[config.mk]
export PLATFORM = sky130hd
export DESIGN_NAME = ssg_scale
export DESIGN_NICKNAME = d
export VERILOG_FILES = /design/src/rtl/ssg_pkg.sv /design/src/rtl/ssg_scale.sv
export SDC_FILE = /design/constraint.sdc
export NUM_CORES = 2
export LEC_CHECK = 0
export ABC_AREA = 0
export BUFFER_PORTS_ARGS = -buffer_cell sky130_fd_sc_hd__buf_4
export CAP_MARGIN = 5
export CORE_AREA = 2 2 300 302
export CTS_CLUSTER_DIAMETER = 50
export DETAILED_ROUTE_END_ITERATION = 7
export DIE_AREA = 0 0 302 304
export PLACE_DENSITY_LB_ADDON = 0.08
export REMOVE_ABC_BUFFERS = 1
export SLEW_MARGIN = 20
export SYNTH_ARGS = -nofsm -noshare
export SYNTH_HDL_FRONTEND = slang
export SYNTH_SLANG_ARGS = --single-unit
[constraint.sdc]
create_clock -name clock -period 18.4 [get_ports clock]
set_clock_uncertainty 0.05 [all_clocks]
set_input_delay 0.92 -clock clock [delete_from_list [all_inputs] [get_ports clock]]
set_output_delay 0.92 -clock clock [all_outputs]
set_load 0.01 [all_outputs]
[src/rtl/ssg_pkg.sv]
// Package for the staggered surface gradient stencil.
// Holds cell and line buffer entry types, widths, register indexes and the pseudo-surface function.
`default_nettype none
package ssg_pkg;

   localparam int MaxCols  = 1024;
   localparam int ColW     = $clog2(MaxCols);
   localparam int WidthW   = 11;
   localparam int RowW     = 16;
   localparam int InvW     = 41;
   localparam int DiffW    = 34;
   localparam int GradW    = 32;
   localparam int OutColW  = 10;

   localparam logic [1:0] RegMethod = 2'd0;
   localparam logic [1:0] RegWidth  = 2'd1;
   localparam logic [1:0] RegInvDx  = 2'd2;
   localparam logic [1:0] RegInvDy  = 2'd3;

   typedef struct packed {
      logic signed [31:0] surf;
      logic signed [31:0] bed;
      logic               icefree;
   } cell_type;

   typedef struct packed {
      cell_type upper;
      cell_type lower;
   } lbuf_entry_type;

   typedef struct packed {
      logic [ColW-1:0]    col;
      logic [RowW-1:0]    row;
   } meta_type;

   // surface of neighbor nb as seen from reference point rf
   function automatic logic signed [31:0] pseudo_surf(cell_type nb, cell_type rf, logic mode);
      logic signed [31:0] res;
      res = nb.surf;
      if (mode && ((nb.icefree && (nb.bed > rf.surf)) || (rf.icefree && (rf.bed > nb.surf))))
         res = rf.surf;
      return res;
   endfunction

endpackage
`default_nettype wire

[src/rtl/ssg_scale.sv]
// One gradient lane: difference times reciprocal spacing, rounded and saturated to Q24.
// Three stages: split multiply, round and saturate, sign restore; uses ssg_pkg.
`default_nettype none
module ssg_scale
   import ssg_pkg::*;
(
   input  wire logic                    clock,
   input  wire logic                    en,
   input  wire logic signed [DiffW-1:0] diff,
   input  wire logic [InvW-1:0]         inv,
   input  wire logic                    shift26,
   output      logic [GradW-1:0]        grad
);

   localparam int LoW = 21;
   localparam int HiW = InvW - LoW;
   localparam int FullW = DiffW + InvW;

   logic [DiffW-1:0]     mag;
   logic [DiffW+LoW-1:0] p_lo_ff;
   logic [DiffW+HiW-1:0] p_hi_ff;
   logic                 neg_a_ff;
   logic                 neg_b_ff;
   logic [FullW-1:0]     full;
   logic [FullW:0]       rnd;
   logic [FullW-24-1:0]  quo;
   logic [FullW-24-1:0]  limit;
   logic [GradW-1:0]     mag_ff;
   logic [GradW-1:0]     grad_ff;

   assign mag = diff[DiffW-1] ? DiffW'(-diff) : DiffW'(diff);

   assign full  = FullW'(p_lo_ff) + {p_hi_ff, {LoW{1'b0}}};
   assign rnd   = (FullW+1)'(full) + (shift26 ? ((FullW+1)'(1) << 25) : ((FullW+1)'(1) << 23));
   assign quo   = shift26 ? (FullW-24)'(rnd[FullW:26]) : rnd[FullW-1:24];
   assign limit = neg_a_ff ? (FullW-24)'(33'h0_8000_0000) : (FullW-24)'(33'h0_7FFF_FFFF);

   always_ff @(posedge clock) begin
      if (en) begin
         p_lo_ff  <= (DiffW+LoW)'(mag) * (DiffW+LoW)'(inv[LoW-1:0]);
         p_hi_ff  <= (DiffW+HiW)'(mag) * (DiffW+HiW)'(inv[InvW-1:LoW]);
         neg_a_ff <= diff[DiffW-1];
         neg_b_ff <= neg_a_ff;
         mag_ff   <= (quo > limit) ? GradW'(limit) : GradW'(quo);
         grad_ff  <= neg_b_ff ? GradW'(-mag_ff) : mag_ff;
      end
   end

   assign grad = grad_ff;

endmodule
`default_nettype wire

# Word-level counts from Yosys, hierarchy flattened
# Cells that the tools add are included.
# word_totals
register_bits	175
memories	0
romBits	0
mem_bits_rw	0
latch_bits	0
out_inout_bits	32
input_bits	78
wordCells	19
# op_classes
eq_ne	0
reduce_logical	0
shifts	0
n_addsub	4
mux	6
div	0
n_bitwise	0
multipliers	2
order_cmp	1
# ops
op	n
32-bit two-way mux	3
75-bit by 26-bit adder with 76-bit output	1
55-bit by 75-bit adder with 75-bit output	1
34-bit by 21-bit multiplier with 55-bit output	1
34-bit by 20-bit multiplier with 54-bit output	1
51-bit by 32-bit > comparator with 1-bit output	1
51-bit two-way mux	1
34-bit two-way mux	1
34-bit negator	1
32-bit negator	1
26-bit two-way mux	1

# Depth between registers and ports, before layout
# depth
ltp_word	5
ltp_mapped	39
ltp_nobuf	37

# Worst setup path before layout
# No wires, ideal clock.
# synth_timing
path_kind	input -> register
start	in diff[5]
end	reg p_lo_ff[54] (data pin)
path_stages	34
slack_ns	7.484
t_arrival_ns	10.606
path_buffers	1
setup_ns	0.260
t_required_ns	18.090
path_cell_list	or4_1 > or3_1 > or3_1 > nand2b_1 > or4_1 > or3_1 > or3_1 > nand2_1 > xnor2_1 > clkbuf_1 > and2_1 > fa_1 > fa_1 > inv_1 > fa_1 > inv_1 > fa_1 > fa_1 > fa_1 > inv_1 > fa_1 > inv_1 > ha_1 > and3_1 > a221o_1 > a21oi_1 > a21boi_0 > a41o_1 > a211oi_1 > o21ai_0 > o21a_1 > or4_1 > a31oi_1 > xnor2_1
# synth_between
elab_chain_cells	3
# synth_lines
item	line_no	text
start, declared	ssg_scale.sv:9	input wire logic signed [DiffW-1:0] diff,
34-bit negator	ssg_scale.sv:31	assign mag = diff[DiffW-1] ? DiffW'(-diff) : DiffW'(diff);
34-bit two-way mux (*)	ssg_scale.sv:31	
34-bit by 21-bit multiplier with 55-bit output (*)	ssg_scale.sv:40	p_lo_ff <= (DiffW+LoW)'(mag) * (DiffW+LoW)'(inv[LoW-1:0]);
end signal, assigned	ssg_scale.sv:40	
end, declared	ssg_scale.sv:20	logic [DiffW+LoW-1:0] p_lo_ff;
# Mark *: on every way between the ends. The rest lies on a longest branch, timed or not.
# A chain may end at the register's enable or synchronous reset.

# Worst setup path in the final report
# Same ends and word-level chain as after synthesis.

==> flow_metrics.env <==
export IMPL_yosys_top_cells_area="fa_1, ha_1, inv_1, edfxtp_1, and2_1"
export IMPL_crit_fanout=29
export IMPL_finalSetupViolations=0
export IMPL_grt_pass1_wl_mm=235
export IMPL_die_h_microns=304
export IMPL_ys_seq_area_share_pct=8.49
export IMPL_hold_class="flop to flop"
export IMPL_numClockSinks=154
export IMPL_grt_overflow=0
export IMPL_cp_num_buf_inv=6
export IMPL_synth_xor_area_share_pct=3.20
export IMPL_synth_compound_area_share_pct=6.66
export IMPL_slew_headroom_pct=39.8
export IMPL_crit_slowest_cell="or4_1"
export IMPL_layout_area_overhead_vs_synth_pct=4.11
export IMPL_grt_setup_unrepaired="no"
export IMPL_clk_pin_slew_ns=0.06
export IMPL_drc=0
export IMPL_synth_common_cells="inv_1, fa_1, nand2_1"
export IMPL_critPathLaunchType="input port"
export IMPL_cts_resized=0
export IMPL_holdBufCountCts=0
export IMPL_hpwl_mm=107
export IMPL_synth_area_sq_um=54500
export IMPL_antenna_left=0
export IMPL_grt_max_degree=91
export IMPL_yosys_area_share_simple_pct=18.0
export IMPL_rows=110
export IMPL_synth_distinct_cells=87
export IMPL_initial_core_util_pct=61.2
export IMPL_clock_path_buffers=2
export IMPL_end_kind="flop"
export IMPL_dieArea_sq_um=91800
export IMPL_tritoncts="built"
export IMPL_gp_congestion=0.910
export IMPL_critPathMostFrequentCell="fa_1"
export IMPL_drt_pass1_iterations=6
export IMPL_cap_viol_max_count=0
export IMPL_drive_gt1_share_pct=4.41
export IMPL_yosysTopAreaCell="fa_1"
export IMPL_h_tree_depth=4
export IMPL_clock_fmax_mhz=85.8
export IMPL_status="finished, final reports clean"
export IMPL_drt_iter0_markers=2639
export IMPL_cts_buffers=17
export IMPL_track_usage_pct=32.8
export IMPL_wl_mm=142
export IMPL_syn_instance_count=6039
export IMPL_postCtsSetupBuffers=0
export IMPL_synth_edf_count=154
export IMPL_postPlaceCellArea_sq_um=56200
export IMPL_clk_latency_ns=0.47
export IMPL_synth_warnings=0
export IMPL_wl_per_cell_microns=20.1
export IMPL_synth_adder_area_share_pct=52.3
export IMPL_fin_crit_ns=11.65
export IMPL_synth_most_common_cell="inv_1"
export IMPL_die_w_microns=302
export IMPL_critPathKind="input port to flop"
export IMPL_synth_main_ff_cell="edfxtp_1"
export IMPL_final_area_sq_um=56700
export IMPL_slowest_delay_ns=0.56
export IMPL_setup_ws_ns=6.75
export IMPL_fin_nets=7554
export IMPL_coreArea_sq_um=89000
export IMPL_arrival_ns=11.82
export IMPL_antenna_found_initial=4
export IMPL_root_buffer="clkbuf_16"
export IMPL_grt_pass1_vias=43600
export IMPL_ys_ff_latch=154
export IMPL_critPathRequiredTime_ns=18.57
export IMPL_avgViaCountPerCell=5.72
export IMPL_synth_top_family_by_area="adder cells"
export IMPL_syn_avg_cell_area_sq_um=9.02
export IMPL_io_buffers=109
export IMPL_fin_crit_sh_pct=63.3
export IMPL_vias=40600
export IMPL_final_util_pct=63.7
export IMPL_io_pin_count=110
export IMPL_worstMarginPinSlew_ns=0.899
export IMPL_hold_viol=0
export IMPL_path_delay_family="adder cells"
export IMPL_drv_slew=0
export IMPL_async_flop_share_pct=0
export IMPL_synthDominantCellAreaShare_pct=43.2
export IMPL_pre_cts_ws_ns=6.30
export IMPL_tns_ns=0
export IMPL_synth_area_mux_share_pct=0.250
per-layer routing:
| metal | routed length (microns) | track usage (%) |
|---|---|---|
| met5 | 0 | 0 |
| met4 | 4630 | 10.3 |
| met3 | 11100 | 5.05 |
| met2 | 66700 | 53.3 |
| met1 | 59800 | 45.5 |
flip-flops by register name, indices dropped and copies added (netlist names):
register	count
p_hi_ff	54
p_lo_ff	34
grad	32
mag_ff	32
neg_a_ff	1
neg_b_ff	1
per-stage QoR:
| step | hold slack [ns] | cells |
|---|---|---|
| floorplan | 0.401 | 5730 |
| global placement | 0.486 | 7062 |
| detailed placement | 0.506 | 7062 |
| CTS | 0.518 | 7092 |
| global route | 0.531 | 7092 |
| finish | 0.515 | 7094 |
cell type report:
cell class                 count  area (sq um)
multi-input combinational   4285         44100
fill                        7724         32300
inverter                    1291          4850
sequential                   154          4620
tap                         1176          1470
timing repair buffer         156          1170
clock buffer                  18           429
clock inverter                12          95.1
antenna                        2          5.00
logic make-up (layout without fill, tap and decap cells):
kind of cell,after synthesis,in the layout
AND/OR/NAND/NOR,1975,1975
buffers and inverters,1600,1477
adder cells (fa/ha/maj),1572,1572
AO/OA/AOI/OAI,527,527
XOR/XNOR,198,198
flip-flops,154,154
multiplexers,13,13
other,0,2
cell usage in the layout, fill, tap and decap left out, types with 117 or more instances in the layout:
master	instances
a21oi_1	127
and2_1	666
nor2_1	132
nand2_1	888
buf_4	155
inv_1	1291
fa_1	1176
edfxtp_1	154
ha_1	395
xnor2_1	117
worst paths after layout:
check | endpoint | slack [ns] | cells after the start | start
max | p_lo_ff[54] | 6.75 | 34 | diff[5]
min | grad[31] | 0.52 | 1 | mag_ff[31]
max reg2reg | mag_ff[31] | 9.37 | 33 | p_lo_ff[23]
min reg2reg | grad[31] | 0.52 | 1 | mag_ff[31]
Power is not shown: default switching activity piles up to over one toggle a cycle in this logic, so the estimate is an artifact.
